<file path="src/sv/ibd_pkg.sv">
// Shared widths and register indexes for the image box downscaler.
package ibd_pkg;
  localparam int DIM_W      = 13;
  localparam int COORD_W    = 12;
  localparam int DIV_W      = 14;
  localparam int SUM_W      = 32;
  localparam int FF_W       = 26;
  localparam int MAX_WIDTH  = 4096;
  localparam int MAX_CHAN   = 4;
  localparam int MEM_DEPTH  = MAX_WIDTH * MAX_CHAN;
  localparam int ADDR_W     = $clog2(MEM_DEPTH);
  localparam int CIDX_W     = 3;

  localparam logic [CIDX_W-1:0] REG_SRC_W = 3'd0;
  localparam logic [CIDX_W-1:0] REG_SRC_H = 3'd1;
  localparam logic [CIDX_W-1:0] REG_TGT_W = 3'd2;
  localparam logic [CIDX_W-1:0] REG_TGT_H = 3'd3;
  localparam logic [CIDX_W-1:0] REG_BPP   = 3'd4;

  localparam logic [DIM_W-1:0] HEIGHT_LIMIT = 13'd4096;
endpackage

</file>
<file path="src/sv/ibd_div.sv">
// Iterative restoring divider, one quotient bit per cycle.
module ibd_div (
  input  logic                      clk,
  input  logic                      rst_n,
  input  logic                      start,
  input  logic [ibd_pkg::DIV_W-1:0] dividend,
  input  logic [ibd_pkg::DIV_W-1:0] divisor,
  output logic                      done,
  output logic [ibd_pkg::DIV_W-1:0] quot
);
  localparam int CNT_W = $clog2(ibd_pkg::DIV_W + 1);

  logic [ibd_pkg::DIV_W:0]   rem_r, rem_nxt, rem_sh;
  logic [ibd_pkg::DIV_W-1:0] q_r, q_nxt, d_r;
  logic [CNT_W-1:0]          cnt_r, cnt_nxt;
  logic                      busy_r, busy_nxt, done_r, done_nxt;

  always_comb begin
    rem_sh   = {rem_r[ibd_pkg::DIV_W-1:0], q_r[ibd_pkg::DIV_W-1]};
    rem_nxt  = rem_r;
    q_nxt    = q_r;
    cnt_nxt  = cnt_r;
    busy_nxt = busy_r;
    done_nxt = 1'b0;
    if (start) begin
      rem_nxt  = '0;
      q_nxt    = dividend;
      cnt_nxt  = CNT_W'(ibd_pkg::DIV_W);
      busy_nxt = 1'b1;
    end else if (busy_r) begin
      if (rem_sh >= {1'b0, d_r}) begin
        rem_nxt = rem_sh - {1'b0, d_r};
        q_nxt   = {q_r[ibd_pkg::DIV_W-2:0], 1'b1};
      end else begin
        rem_nxt = rem_sh;
        q_nxt   = {q_r[ibd_pkg::DIV_W-2:0], 1'b0};
      end
      cnt_nxt = cnt_r - 1'b1;
      if (cnt_r == CNT_W'(1)) begin
        busy_nxt = 1'b0;
        done_nxt = 1'b1;
      end
    end
  end

  always_ff @(posedge clk) begin
    if (!rst_n) begin
      busy_r <= 1'b0;
      done_r <= 1'b0;
      cnt_r  <= '0;
    end else begin
      busy_r <= busy_nxt;
      done_r <= done_nxt;
      cnt_r  <= cnt_nxt;
    end
    rem_r <= rem_nxt;
    q_r   <= q_nxt;
    if (start) begin
      d_r <= divisor;
    end
  end

  assign done = done_r;
  assign quot = q_r;
endmodule

</file>
<file path="config.mk">
export PLATFORM = sky130hd
export DESIGN_NAME = ibd_div
export DESIGN_NICKNAME = d
export VERILOG_FILES = /design/src/sv/ibd_pkg.sv /design/src/sv/ibd_div.sv
export SDC_FILE = /design/constraint.sdc
export NUM_CORES = 1
export LEC_CHECK = 0
export ABC_AREA = 1
export BUFFER_PORTS_ARGS = -buffer_cell sky130_fd_sc_hd__buf_2
export CORE_ASPECT_RATIO = 1.75
export CORE_UTILIZATION = 54
export DETAILED_ROUTE_END_ITERATION = 16
export PLACE_DENSITY = 0.77
export RECOVER_POWER = 25
export SLEW_MARGIN = 20
export SYNTH_ARGS = -nofsm -noshare
export SYNTH_HDL_FRONTEND = slang
export SYNTH_SLANG_ARGS = --single-unit
export TNS_END_PERCENT = 50
</file>
<file path="constraint.sdc">
create_clock -name clk -period 2.2 [get_ports clk]
set_clock_uncertainty 0.2 [all_clocks]
set_input_delay 0.44 -clock clk [delete_from_list [all_inputs] [get_ports clk]]
set_output_delay 0.44 -clock clk [all_outputs]
set_load 0.05 [all_outputs]
</file>
== Word level (Yosys, flattened, before mapping) ==
Index checks and enable logic that the tools add are counted.

* $add $sub $neg: 2
* Order comparisons: 1
* Equality and inequality tests: 1
* Mux-type cells: 10
* Bitwise gates (word level): 2
* Reduce and logical (&&, ||, !) cells: 3

{| class="wikitable"
|+ Operator list
! kind !! count
|-
| 2-to-1 mux 14 bit || 3
|-
| >= comparator 15 x 14 -> 1 bit || 1
|-
| subtractor 14 bit || 1
|-
| 2-to-1 mux 4 bit || 2
|-
| 2-to-1 mux 1 bit || 5
|-
| == test 4 x 1 -> 1 bit, second input constant || 1
|-
| subtractor 4 x 1 -> 4 bit, second input constant || 1
|-
| OR reduction 3 bit || 1
|-
| inverter 1 bit || 2
|-
| nonzero test 2 bit || 1
|-
| OR reduction 2 bit || 1
|}

* Register bits: 48
* Input bits: 31
* Output and inout port bits: 15
* Word-level logic and storage cells: 26

== Depth between registers and ports, before layout ==
Gate-level depths: netlist of the first run.

* Word-level depth: 4
* Mapped depth: 15
* Mapped depth without buffers: 14

== Least setup slack after synthesis of the first run ==
OpenSTA, ideal clock, no wires.

* Path kind: flip-flop to flip-flop
* Start: register q_r, in the netlist quot[13]
* End: register rem_r[6] in the netlist's numbering
* Library setup time: 112 ps
* Arrival: 2043 ps
* Required time: 1888 ps
* Slack: -155 ps
* Stages on the path, launching flop included: 12
* Path buffers: 0
* Period minus slack after synthesis: 2355 ps
* Path through: edfxtp_1 inv_1 ha_1 inv_1 fa_1 nand3_1 nand3_1 a21oi_1 xor2_1 nand2_1 nand2_1 nand2_1

* Longest elaborated chain between the ends: 2
* Elaborated cells between the ends (all ways): 3
* Those cells by class: 1 x add/sub; 1 x order compare; 1 x mux

{| class="wikitable"
|+ RTL lines
! item !! RTL line !! text
|-
| from (decl) || ibd_div.sv:14 || <nowiki>logic [ibd_pkg::DIV_W-1:0] q_r, q_nxt, d_r;</nowiki>
|-
| from (signal assigned) || ibd_div.sv:57 || <nowiki>q_r <= q_nxt;</nowiki>
|-
| subtractor 14 bit or >= comparator 15 x 14 -> 1 bit (tied branches) || ibd_div.sv:32, ibd_div.sv:31 ||
|-
| 2-to-1 mux 14 bit * || ibd_div.sv:31 || <nowiki>if (rem_sh >= {1'b0, d_r}) begin</nowiki>
|-
| to (signal assigned) || ibd_div.sv:56 || <nowiki>rem_r <= rem_nxt;</nowiki>
|-
| to (decl) || ibd_div.sv:13 || <nowiki>logic [ibd_pkg::DIV_W:0] rem_r, rem_nxt, rem_sh;</nowiki>
|}

Every way passes the cells marked *; elsewhere a longest branch is shown, timed or not.
A chain may end at the register's enable or synchronous reset.

== Worst setup path after layout of the first run ==
* Start: register d_r[10] in the netlist's numbering
* End: register rem_r[4] in the netlist's numbering

* Longest elaborated chain between the ends: 2

{| class="wikitable"
|+ RTL lines
! item !! RTL line !! text
|-
| from (decl) || ibd_div.sv:14 ||
|-
| from (signal assigned) || ibd_div.sv:59 || <nowiki>d_r <= divisor;</nowiki>
|-
| >= comparator 15 x 14 -> 1 bit || ibd_div.sv:31 ||
|-
| 2-to-1 mux 14 bit || ibd_div.sv:31 ||
|}

Every way passes these cells.

==> PnR_summary.wiki, run 1 <==
{| class="wikitable"
! Metric !! Value
|-
| # nets final || 484
|-
| Cell area after layout || 3515 um^2
|-
| Number of clock buffers inserted by TritonCTS || 5
|-
| Core region area || 5020 um^2
|-
| Count of final hold-check violations || 0
|-
| Setup violation total in the final timing report || 0
|-
| Gpl congestion || 0.9523
|-
| Gr ovfl total || 0
|-
| Area of combinational cells with multiple inputs || 1568 um^2
|-
| Final antenna diode count || 0
|-
| Async set or reset register ratio after synthesis || 0%
|-
| Initial antenna violation count || 0
|-
| Instance area after placement || 3181 um^2
|-
| Number of global-route vias before repair || 2620
|-
| Hold bufs inserted after CTS || 0
|-
| HP Class || primary input to register
|-
| Average footprint of a synthesized cell || 7.590 um^2
|-
| Floorplan die height || 98.43 um
|-
| HP Start || divisor[9]
|-
| Setup repair after global routing missed its margin || true
|-
| Maximum single-stage delay on the critical path || 400 ps
|-
| Flip-flop and latch count after synthesis || 48
|-
| Net count after synthesis || 427
|-
| Cell at the root of the clock tree || sky130_fd_sc_hd__clkbuf_8
|-
| Hold path endpoint || d_r[9]$_DFFE_PP_
|-
| Number of clock sinks || 48
|-
| Area share of the leading cell type in the synthesized netlist || 29.31%
|-
| Global-route total usage across every layer || 26.25%
|-
| Count of distinct cell types in the synthesized netlist || 34
|-
| Post-route non-filler standard cell count || 490
|-
| Effective utilization at floorplan || 57.15%
|-
| Layout area overhead || 22.50%
|-
| Multiplexer fraction of the synthesized cell area || 0%
|-
| Count of nets left with antenna violations after detail routing || 0
|-
| Fraction of power spent switching nets || 28.85%
|-
| Worst reg2reg path depth || 10
|-
| Via-to-Cell Ratio || 5.559
|-
| Post-synth top cells || 139 x sky130_fd_sc_hd__nand2_1, 55 x sky130_fd_sc_hd__inv_1, 38 x sky130_fd_sc_hd__nor2_1
|-
| Drt pass-1 iters || 6
|-
| Combinational group share of total power || 18.9%
|-
| Final clock period utilization by the worst path || 97.08%
|-
| # IOs || 46
|-
| Clock latency on the worst-skew pair || 310 ps
|-
| Clock slew at the register clock pins of the worst setup and hold paths || 100 ps
|-
| Fraction of the mapped netlist area in compound gates || 4.317%
|-
| Startpoint of the lowest-slack register-to-register path || d_r[10]$_DFFE_PP_
|-
| Sequential Area || 1242 um^2
|-
| Setup_tns || 0 ps
|-
| Number of buffers on the longest clock path || 2
|-
| Number of fill cells in the layout || 386
|-
| Dominant register cell in the synthesized netlist || sky130_fd_sc_hd__edfxtp_1
|-
| Global-route wire length before repair || 11390 um
|-
| Num rows || 34
|-
| Placed Instances || 477
|-
| DP HPWL || 4893 um
|-
| Initial DRC count || 105
|-
| P_int || 1608 uW
|-
| H-tree levels || 2
|-
| WL per Instance || 15.22 um
|-
| Final worst path period need || 2136 ps
|-
| Yosys warns || 0
|-
| Die Width || 57.10 um
|-
| Library cell with the highest instance count after synthesis || sky130_fd_sc_hd__nand2_1
|-
| Max Clk Rate || 468.2 MHz
|-
| Post-synth EDFFs || 28
|-
| Fraction of the mapped netlist area in simple logic gates || 33.41%
|-
| Cell depth of the worst hold path || 1
|-
| Switching pwr || 651.9 uW
|-
| DRC violation count after routing || 0
|-
| Slew Viols, Final || 0
|-
| Status || complete, no violations
|-
| Part of the total power dissipated in the clock network || 34.8%
|-
| Post-synthesis cell area || 2869 um^2
|-
| Critical path required time || 2220 ps
|-
| Crit path max-delay cell type || sky130_fd_sc_hd__edfxtp_1
|-
| Sequential cell area fraction in the yosys report || 43.26%
|-
| Reg2Reg Capture Point || rem_r[4]$_SDFFE_PP0P_
|-
| Most area-hungry cell type in the Yosys netlist || sky130_fd_sc_hd__edfxtp_1
|-
| Final wirelength || 7460 um
|-
| Vias || 2724
|-
| Leakage power of the design || 0.001773 uW
|-
| PwrDens || 643.0 nW/um^2
|-
| Pin count of the biggest net entering global routing || 29
|-
| Ordered list of cells on the worst path || inv_2 -> ha_4 -> a21oi_4 -> nand2_2 -> a21oi_4 -> nand3_4 -> nor2_1 -> nor2_1 -> nand2_1 -> nand2_1
|-
| Arrival time at the worst endpoint || 2150 ps
|-
| CTS tree || yes
|-
| Peak supply drop || 0.6203 mV
|-
| Worst-Margin Slew || 1320 ps
|-
| Final core utilization || 70.02%
|-
| Worst setup path class || register to register
|-
| Max-cap violation count || 0
|-
| Gate Count Post-Synth || 378
|-
| Main combinational cell family by area after synthesis || simple AND/OR/NAND/NOR gates
|-
| Max Fanout on Critical Path || 7
|-
| Crit end category || register
|-
| XOR/XNOR share of the synthesized area || 2.137%
|-
| Area of the die || 5620 um^2
|-
| Count of input and output buffers || 45
|-
| Startpoint kind of the worst setup timing path || register
|-
| Layout cell share with drive strength beyond 1 || 23.62%
|-
| Power share of the sequential group || 46.4%
|-
| Slew headroom || 12.02%
|-
| Top cells by area, synth || sky130_fd_sc_hd__edfxtp_1 29%, sky130_fd_sc_hd__nand2_1 18%, sky130_fd_sc_hd__dfxtp_1 14%
|-
| Register-to-register path setup slack || 60 ps
|-
| Adder-cell share of the synthesized area || 8.112%
|}
-- per-layer routing --
layer,GRT usage [%],vias to the layer above,routed length [um]
met2,47.78,119,3961
li1,-,1319,-
met5,0,-,0
met1,26.63,1242,2628
met4,15.76,0,493
met3,5.381,44,376
-- worst max-delay path by stage --
stage                               start                    end  slack (ps)
finish                  d_r[10]$_DFFE_PP_  rem_r[4]$_SDFFE_PP0P_          60
global placement        d_r[10]$_DFFE_PP_      quot[0]$_DFFE_PP_         -40
floorplan              quot[13]$_DFFE_PP_  rem_r[6]$_SDFFE_PP0P_         -20
global route            d_r[10]$_DFFE_PP_  rem_r[4]$_SDFFE_PP0P_         -40
detailed placement  rem_r[9]$_SDFFE_PP0P_  rem_r[6]$_SDFFE_PP0P_         -30
CTS                 rem_r[9]$_SDFFE_PP0P_  rem_r[2]$_SDFFE_PP0P_          -4
-- kinds of logic after synthesis --
kind of cell / after synthesis
AND/OR/NAND/NOR: 224
buffers and inverters: 62
flip-flops: 48
AO/OA/AOI/OAI: 19
adder cells (fa/ha/maj): 18
XOR/XNOR: 7
-- cell type report --
cell class | count | share of cell area, %
Clock buffer | 5 | 1.958
Tap cell | 54 | 1.922
Multi-Input combinational cell | 270 | 44.61
Sequential cell | 48 | 35.35
Timing Repair Buffer | 54 | 8.224
Clock inverter | 3 | 1.958
Inverter | 56 | 5.981
-- power by group through the flow --
stage | Clock, uW | Combinational, uW | Sequential [uW]
after detailed placement | 0 | 389 | 1060
after global routing | 831 | 457 | 1050
final | 786 | 426 | 1050
after global placement | 0 | 380 | 1060
after CTS | 785 | 394 | 1040
after floorplan | 0 | 181 | 1150
-- through the flow --
step           hold WS, ps  setup WS, ps  power [uW]
2_1_floorplan        248.6        -20.28        1333
3_3_place_gp         262.4        -36.45        1442
3_5_place_dp         272.1        -27.81        1452
4_1_cts              98.95        -3.995        2223
5_1_grt              88.46        -36.19        2342
6_report             95.98         64.16        2260
-- worst max-delay path, delay by kind of cell, from the launching register on --
family | cells | cell delay (ps)
AND/OR/NAND/NOR | 6 | 650
AO/OA/AOI/OAI | 2 | 500
flip-flops | 1 | 400
buffers and inverters | 1 | 90
adder cells (fa/ha/maj) | 1 | 220
-- placed cells by master (no fill, tap or decap), types with 4 or more instances in the layout --
cell type and count:
sky130_fd_sc_hd__clkbuf_8 5, sky130_fd_sc_hd__buf_4 8, sky130_fd_sc_hd__nand3_1 23, sky130_fd_sc_hd__buf_2 45, sky130_fd_sc_hd__ha_1 11, sky130_fd_sc_hd__inv_2 5
sky130_fd_sc_hd__ha_4 5, sky130_fd_sc_hd__nand2_1 136, sky130_fd_sc_hd__a21oi_1 4, sky130_fd_sc_hd__nand2_2 6, sky130_fd_sc_hd__edfxtp_1 28, sky130_fd_sc_hd__xor2_1 4
sky130_fd_sc_hd__nor2_1 33, sky130_fd_sc_hd__nand3_4 4, sky130_fd_sc_hd__dfxtp_1 19, sky130_fd_sc_hd__nand4_1 7, sky130_fd_sc_hd__nor2_2 5, sky130_fd_sc_hd__inv_1 50
-- state kept, by name, summed over array words and instances (netlist names) --
name and cells:
busy_r 1, cnt_r 4, d_r 14, done 1
quot 14, rem_r 14
-- what timing repair did --
action | CTS | global route
setup buffers | 0 | 3
setup endpoints to repair | 12 | 15
pin swaps | 1 | 10
cloned | 1 | 1
gates resized for setup | 0 | 33
No activity file was read; power rests on OpenSTA's default activity.
==> run 2: changes to the inputs <==
CORE_UTILIZATION = 51   (was 54)
PLACE_DENSITY = 0.76   (was 0.77)
SLEW_MARGIN = default   (was 20)
clock period = 1.8 ns   (was 2.2 ns; I/O delays follow)
==> run 2 against run 1 <==
  * The flow now finishes with violations (setup timing)
  * Global-route usage increased by 1.1 points
  * Non-clock buffer count increased by 60
  * Count of clock-buffer cells in the layout is the same
==> PnR_summary.wiki, run 2 (synthesized netlist as in run 1, its figures left out) <==
{| class="wikitable"
! Metric !! Value
|-
| Post-route non-filler standard cell count || 568 (was 490)
|-
| Library cell appearing most often on the critical path || sky130_fd_sc_hd__nand2_1
|-
| Count of nets left with antenna violations after detail routing || 0 (unchanged)
|-
| DRC violation count after routing || 0 (unchanged)
|-
| CP Launch Point || d_r[0]$_DFFE_PP_ (was d_r[10]$_DFFE_PP_)
|-
| Initial DRC count || 118 (was 105)
|-
| GRT met2 Usage || 52.17% (was 47.78%)
|-
| Maximum single-stage delay on the critical path || 510 ps (was 400 ps)
|-
| Area of the die || 5941 um^2 (was 5620 um^2)
|-
| Arrival time at the worst endpoint || 2180 ps (was 2150 ps)
|-
| # IOs || 46 (unchanged)
|-
| Most used routing layer in global routing || met2 (unchanged)
|-
| Leakage power of the design || 0.002092 uW (was 0.001773 uW)
|-
| Number of buffers on the longest clock path || 2 (unchanged)
|-
| WL per Instance || 15.17 um (was 15.22 um)
|-
| Slew Viols, Final || 0 (unchanged)
|-
| H-tree levels || 2 (unchanged)
|-
| Smallest setup slack after layout || -358.0 ps (was 64.16 ps)
|-
| Vias || 2950 (was 2724)
|-
| Commonest cells after routing, fill and taps aside || 123 x sky130_fd_sc_hd__nand2_1, 63 x sky130_fd_sc_hd__buf_4, 45 x sky130_fd_sc_hd__buf_2 (was 136 x sky130_fd_sc_hd__nand2_1, 50 x sky130_fd_sc_hd__inv_1, 45 x sky130_fd_sc_hd__buf_2)
|-
| Max Fanout on Critical Path || 4 (was 7)
|-
| Critical path required time || 1830 ps (was 2220 ps)
|-
| Drt pass-1 iters || 4 (was 6)
|-
| Final antenna diode count || 0 (unchanged)
|-
| Max-cap violation count || 0 (unchanged)
|-
| Layout area overhead || 47.14% (was 22.50%)
|-
| Crit end category || register (unchanged)
|-
| Setup violation total in the final timing report || 15 (was 0)
|-
| Number of clock buffers inserted by TritonCTS || 5 (unchanged)
|-
| Most common cell after layout, fill and taps aside || sky130_fd_sc_hd__nand2_1 (unchanged)
|-
| Register-to-register path setup slack || -360 ps (was 60 ps)
|-
| Worst reg2reg path depth || 10 (unchanged)
|-
| Via-to-Cell Ratio || 5.194 (was 5.559)
|-
| Met1 usage || 25.63% (was 26.63%)
|-
| Number of global-route vias before repair || 2778 (was 2620)
|-
| Worst setup path class || register to register (unchanged)
|-
| Startpoint kind of the worst setup timing path || register (unchanged)
|-
| DP HPWL || 5415 um (was 4893 um)
|-
| Worst-Margin Slew || 537.0 ps (was 1320 ps)
|-
| Floorplan die height || 101.2 um (was 98.43 um)
|-
| Layout cell share with drive strength beyond 1 || 41.09% (was 23.62%)
|-
| Global-route wire length before repair || 12120 um (was 11390 um)
|-
| Final wirelength || 8617 um (was 7460 um)
|-
| Cell at the root of the clock tree || sky130_fd_sc_hd__clkbuf_8 (unchanged)
|-
| Clock latency on the worst-skew pair || 330 ps (was 310 ps)
|-
| Ordered list of cells on the worst path || ha_4 -> inv_2 -> fa_2 -> nand3_2 -> nand3_4 -> a21oi_2 -> xor2_1 -> nand2_1 -> nand2_1 -> nand2_1 (was inv_2 -> ha_4 -> a21oi_4 -> nand2_2 -> a21oi_4 -> nand3_4 -> nor2_1 -> nor2_1 -> nand2_1 -> nand2_1)
|-
| Count of final hold-check violations || 0 (unchanged)
|-
| Gr ovfl total || 0 (unchanged)
|-
| Pin count of the biggest net entering global routing || 26 (was 29)
|-
| Crit path capture || rem_r[6]$_SDFFE_PP0P_ (was rem_r[4]$_SDFFE_PP0P_)
|-
| Met3 usage in global routing || 4.087% (was 5.381%)
|-
| Failing checks || setup timing
|-
| PwrDens || 691.6 nW/um^2 (was 643.0 nW/um^2)
|-
| Num rows || 35 (was 34)
|-
| Peak supply drop || 0.6162 mV (was 0.6203 mV)
|-
| Global-route total usage across every layer || 27.37% (was 26.25%)
|-
| Setup repair after global routing missed its margin || true (unchanged)
|-
| Status || complete, but fails checks (was complete, no violations)
|-
| Placed Instances || 549 (was 477)
|-
| Reg2Reg Capture Point || rem_r[6]$_SDFFE_PP0P_ (was rem_r[4]$_SDFFE_PP0P_)
|-
| HP Class || primary input to register (unchanged)
|-
| Core region area || 5343 um^2 (was 5020 um^2)
|-
| Count of input and output buffers || 45 (unchanged)
|-
| Initial antenna violation count || 0 (unchanged)
|-
| Final worst path period need || 2158 ps (was 2136 ps)
|-
| CTS tree || yes (unchanged)
|-
| Max Clk Rate || 463.4 MHz (was 468.2 MHz)
|-
| Crit path max-delay cell type || sky130_fd_sc_hd__edfxtp_1 (unchanged)
|-
| Number of clock sinks || 48 (unchanged)
|-
| Clock slew at the register clock pins of the worst setup and hold paths || 90 ps (was 100 ps)
|-
| Startpoint of the lowest-slack register-to-register path || d_r[0]$_DFFE_PP_ (was d_r[10]$_DFFE_PP_)
|-
| Slew headroom || 64.20% (was 12.02%)
|-
| # nets final || 542 (was 484)
|-
| Gpl congestion || 0.9984 (was 0.9523)
|-
| Worst setup slack after placement || -361.2 ps (was -27.81 ps)
|-
| Total chip power || 2919 uW (was 2260 uW)
|-
| Effective utilization at floorplan || 53.70% (was 57.15%)
|-
| Die Width || 58.70 um (was 57.10 um)
|-
| Final clock period utilization by the worst path || 119.9% (was 97.08%)
|}
-- run 2: cell types whose count changed in the layout (fill, tap and decap cells not counted), moves of 7 or more --
cell / change
sky130_fd_sc_hd__inv_1: -10
sky130_fd_sc_hd__nand2_2: +8
sky130_fd_sc_hd__buf_4: +55
sky130_fd_sc_hd__ha_4: +7
sky130_fd_sc_hd__nand2_1: -13
sky130_fd_sc_hd__inv_2: +9
-- run 2: worst max-delay path, delay by kind of cell, from the launching register on --
kind / cells / cell delay (ps)
flops: 1 / 510
compound gates: 1 / 190
buf+inv: 1 / 40
fa+ha+maj: 2 / 560
simple gates: 5 / 400
xor+xnor: 1 / 160
-- run 2: worst min-delay path by stage --
stage,from,to,slack (ps),cells after the start
floorplan,cnt_r[3]$_SDFFE_PN0P_,cnt_r[3]$_SDFFE_PN0P_,250,2
global placement,cnt_r[3]$_SDFFE_PN0P_,cnt_r[3]$_SDFFE_PN0P_,260,2
detailed placement,cnt_r[3]$_SDFFE_PN0P_,cnt_r[3]$_SDFFE_PN0P_,270,2
CTS,divisor[6],d_r[6]$_DFFE_PP_,10,1
global route,divisor[5],d_r[5]$_DFFE_PP_,1,1
finish,divisor[10],d_r[10]$_DFFE_PP_,7,1
-- run 2: repair_timing --
action                                 CTS  global route
pin swaps                               13            20
setup buffers                            4             5
setup endpoints to repair               15            15
gates resized for setup                 28            52
hold buffers                             0             0
cloned                                   0             2
endpoints found under the hold margin    0             0
-- run 2: power breakdown --
group          leakage, uW  switching (uW)  internal, uW  total [uW]
registers         0.000444            38.8          1240        1280
logic              0.00158             405           257         662
clock network    0.0000687             417           560         977
-- run 2: cell type report --
type	count	area [um^2]
Clock inverter	3	68.82
Fill cell	352	1121
Inverter	56	212.7
Multi-Input combinational cell	268	1733
Clock buffer	5	68.82
Sequential cell	48	1241
Timing Repair Buffer	114	804.5
Tap cell	74	92.59
-- run 2: per-stage QoR --
stage	utilization (%)	hold WS, ps	cell area (um^2)	setup TNS [ps]
floorplan	-	248.6	2897	-4294
global placement	68.01	263.8	3633	-4374
detailed placement	68.01	274.0	3633	-4797
CTS	73.98	12.13	3953	-3117
global route	79.02	1.301	4222	-5318
finish	79.02	6.836	4222	-4082
-- run 2: metal layers --
metal / share of wire, % / vias to the layer above
met5: 0 / -
met2: 56 / 105
met3: 3.9 / 36
met4: 6.0 / 0
met1: 34 / 1382
li1: - / 1427
==> run 3: changes to the inputs <==
GPL_TIMING_DRIVEN = 0   (was default)
==> run 3 against run 2 <==
  * The flow still finishes with violations (setup timing)
  * Fmax increased by 4.0%
  * Wire length decreased by 7.8%
  * Sequential share of layout area increased by 2.7 points
  * Via count decreased by 4.8%
  * Flip-flop and latch count unchanged
  * Setup slack improved by 83 ps
  * Global-route usage decreased by 0.43 points
  * Clock power decreased by 31%
  * Critical path depth increased by 3
  * Utilization decreased by 6.7 points
  * Register-to-register slack improved by 80 ps
  * Critical path type unchanged
  * Critical endpoint is now rem_r[11]$_SDFFE_PP0P_
  * Largest power group unchanged
==> PnR_summary.wiki, run 3 (synthesized netlist as in run 1, its figures left out) <==
{| class="wikitable"
! Metric !! Value
|-
| Status || complete, but fails checks (unchanged)
|-
| Failing checks || setup timing (unchanged)
|-
| Slew headroom || 72.84% (was 64.20%)
|-
| Gpl congestion || 0.9732 (was 0.9984)
|-
| Global-route wire length before repair || 11990 um (was 12120 um)
|-
| CTS tree || yes (unchanged)
|-
| Area of the die || 5941 um^2 (unchanged)
|-
| Reg2Reg Capture Point || rem_r[11]$_SDFFE_PP0P_ (was rem_r[6]$_SDFFE_PP0P_)
|-
| Peak supply drop || 0.6063 mV (was 0.6162 mV)
|-
| Worst setup path class || register to register (unchanged)
|-
| Count of final hold-check violations || 0 (unchanged)
|-
| Num rows || 35 (unchanged)
|-
| Most common cell after layout, fill and taps aside || sky130_fd_sc_hd__nand2_1 (unchanged)
|-
| Number of fill cells in the layout || 412 (was 352)
|-
| Via-to-Cell Ratio || 5.300 (was 5.194)
|-
| Clock slew at the register clock pins of the worst setup and hold paths || 100 ps (was 90 ps)
|-
| Critical path required time || 1810 ps (was 1830 ps)
|-
| Leakage power of the design || 0.001840 uW (was 0.002092 uW)
|-
| Most used routing layer in global routing || met2 (unchanged)
|-
| Startpoint kind of the worst setup timing path || register (unchanged)
|-
| Cell area after layout || 3866 um^2 (was 4222 um^2)
|-
| Final antenna diode count || 0 (unchanged)
|-
| Layout area overhead || 34.76% (was 47.14%)
|-
| Startpoint of the lowest-slack register-to-register path || d_r[6]$_DFFE_PP_ (was d_r[0]$_DFFE_PP_)
|-
| Floorplan die height || 101.2 um (unchanged)
|-
| Vias || 2809 (was 2950)
|-
| HP Start || divisor[5] (was divisor[10])
|-
| Number of buffers on the longest clock path || 2 (unchanged)
|-
| Met1 usage || 26.61% (was 25.63%)
|-
| Total chip power || 2555 uW (was 2919 uW)
|-
| Number of global-route vias before repair || 2743 (was 2778)
|-
| Max Fanout on Critical Path || 6 (was 4)
|-
| # nets final || 504 (was 542)
|-
| Gr ovfl total || 0 (unchanged)
|-
| Crit end category || register (unchanged)
|-
| Number of clock sinks || 48 (unchanged)
|-
| Layout cell share with drive strength beyond 1 || 35.75% (was 41.09%)
|-
| Worst setup slack after placement || -540.2 ps (was -361.2 ps)
|-
| H-tree levels || 2 (unchanged)
|-
| Register-to-register path setup slack || -280 ps (was -360 ps)
|-
| Number of clock buffers inserted by TritonCTS || 5 (unchanged)
|-
| Max Clk Rate || 481.8 MHz (was 463.4 MHz)
|-
| WHS || 10.11 ps (was 6.836 ps)
|-
| Smallest setup slack after layout || -275.5 ps (was -358.0 ps)
|-
| Setup repair after global routing missed its margin || true (unchanged)
|-
| DP HPWL || 4938 um (was 5415 um)
|-
| Final clock period utilization by the worst path || 115.3% (was 119.9%)
|-
| GRT met2 Usage || 49.78% (was 52.17%)
|-
| Effective utilization at floorplan || 53.70% (unchanged)
|-
| Commonest cells after routing, fill and taps aside || 125 x sky130_fd_sc_hd__nand2_1, 43 x sky130_fd_sc_hd__buf_2, 40 x sky130_fd_sc_hd__inv_1 (was 123 x sky130_fd_sc_hd__nand2_1, 63 x sky130_fd_sc_hd__buf_4, 45 x sky130_fd_sc_hd__buf_2)
|-
| Setup violation total in the final timing report || 15 (unchanged)
|-
| Core region area || 5343 um^2 (unchanged)
|-
| Die Width || 58.70 um (unchanged)
|-
| Worst-Margin Slew || 407.4 ps (was 537.0 ps)
|-
| WL per Instance || 14.99 um (was 15.17 um)
|-
| PwrDens || 660.8 nW/um^2 (was 691.6 nW/um^2)
|-
| Cell at the root of the clock tree || sky130_fd_sc_hd__clkbuf_8 (unchanged)
|-
| Arrival time at the worst endpoint || 2090 ps (was 2180 ps)
|-
| Instance area after placement || 3214 um^2 (was 3633 um^2)
|-
| Drt pass-1 iters || 11 (was 4)
|-
| Slew Viols, Final || 0 (unchanged)
|-
| Count of input and output buffers || 45 (unchanged)
|-
| Pin count of the biggest net entering global routing || 17 (was 26)
|-
| Initial DRC count || 144 (was 118)
|-
| Final wirelength || 7945 um (was 8617 um)
|-
| Count of nets left with antenna violations after detail routing || 0 (unchanged)
|-
| HP Class || primary input to register (unchanged)
|-
| Final worst path period need || 2075 ps (was 2158 ps)
|-
| Worst reg2reg path depth || 13 (was 10)
|-
| Initial antenna violation count || 0 (unchanged)
|-
| Max-cap violation count || 0 (unchanged)
|-
| Hold bufs inserted after CTS || 0 (unchanged)
|-
| DRC violation count after routing || 0 (unchanged)
|-
| Global-route total usage across every layer || 26.94% (was 27.37%)
|-
| Hold path endpoint || d_r[5]$_DFFE_PP_ (was d_r[10]$_DFFE_PP_)
|-
| Cell depth of the worst hold path || 1 (unchanged)
|-
| # IOs || 46 (unchanged)
|-
| Clock latency on the worst-skew pair || 320 ps (was 330 ps)
|-
| Met3 usage in global routing || 4.853% (was 4.087%)
|}
==> run 3: cell type report <==
| class | instances | area (um^2) | area share (%) |
|---|---|---|---|
| Buffer | 6 | 47.55 | 1.230 |
| Multi-Input combinational cell | 268 | 1745 | 45.15 |
| Clock inverter | 3 | 21.27 | 0.5502 |
| Tap cell | 74 | 92.59 | 2.395 |
| Inverter | 56 | 214.0 | 5.534 |
| Clock buffer | 5 | 68.82 | 1.780 |
| Timing Repair Buffer | 70 | 434.2 | 11.23 |
| Sequential cell | 48 | 1242 | 32.14 |
==> run 3: where the power goes <==
group / switching (uW) / internal, uW
clock: 402 / 276
combinational: 389 / 207
sequential: 38.2 / 1240
==> run 3: critical path: stages (launching register included) <==
cell and delay (ps):
sky130_fd_sc_hd__edfxtp_1 390, sky130_fd_sc_hd__inv_2 80, sky130_fd_sc_hd__ha_4 220, sky130_fd_sc_hd__nand2_2 100, sky130_fd_sc_hd__nand2_2 70, sky130_fd_sc_hd__a21oi_2 140
sky130_fd_sc_hd__nand2_2 100, sky130_fd_sc_hd__nand2_4 90, sky130_fd_sc_hd__nand3_4 140, sky130_fd_sc_hd__buf_8 180, sky130_fd_sc_hd__nor2_2 70, sky130_fd_sc_hd__nor2_1 50
sky130_fd_sc_hd__nand2_1 80, sky130_fd_sc_hd__nand2_1 50
==> run 3: worst max path at each step <==
stage | startpoint | end | cells past startpoint
CTS | d_r[10]$_DFFE_PP_ | rem_r[13]$_SDFFE_PP0P_ | 11
global placement | start | quot[5]$_DFFE_PP_ | 4
global route | d_r[6]$_DFFE_PP_ | rem_r[4]$_SDFFE_PP0P_ | 13
detailed placement | start | quot[5]$_DFFE_PP_ | 4
floorplan | quot[13]$_DFFE_PP_ | rem_r[8]$_SDFFE_PP0P_ | 11
finish | d_r[6]$_DFFE_PP_ | rem_r[11]$_SDFFE_PP0P_ | 13
==> run 3: layer usage <==
layer,wire length (um),vias to the layer above
li1,-,1348
met2,4217,115
met1,2806,1296
met4,589,0
met3,331,50
met5,0,-
==> run 3: metrics by stage <==
stage / cells / util [%] / TNS, ps
3_3_place_gp: 497 / 60.16 / -17120
2_1_floorplan: 378 / - / -4294
5_1_grt: 530 / 72.37 / -6031
4_1_cts: 524 / 69.51 / -3282
6_report: 530 / 72.37 / -3571
3_5_place_dp: 497 / 60.16 / -18230
==> run 3: timing repair <==
action	4_1_cts	5_1_grt
gates resized for setup	51	35
setup endpoints to repair	40	40
pin swaps	24	10
setup buffers	18	7
gates cloned	1	0
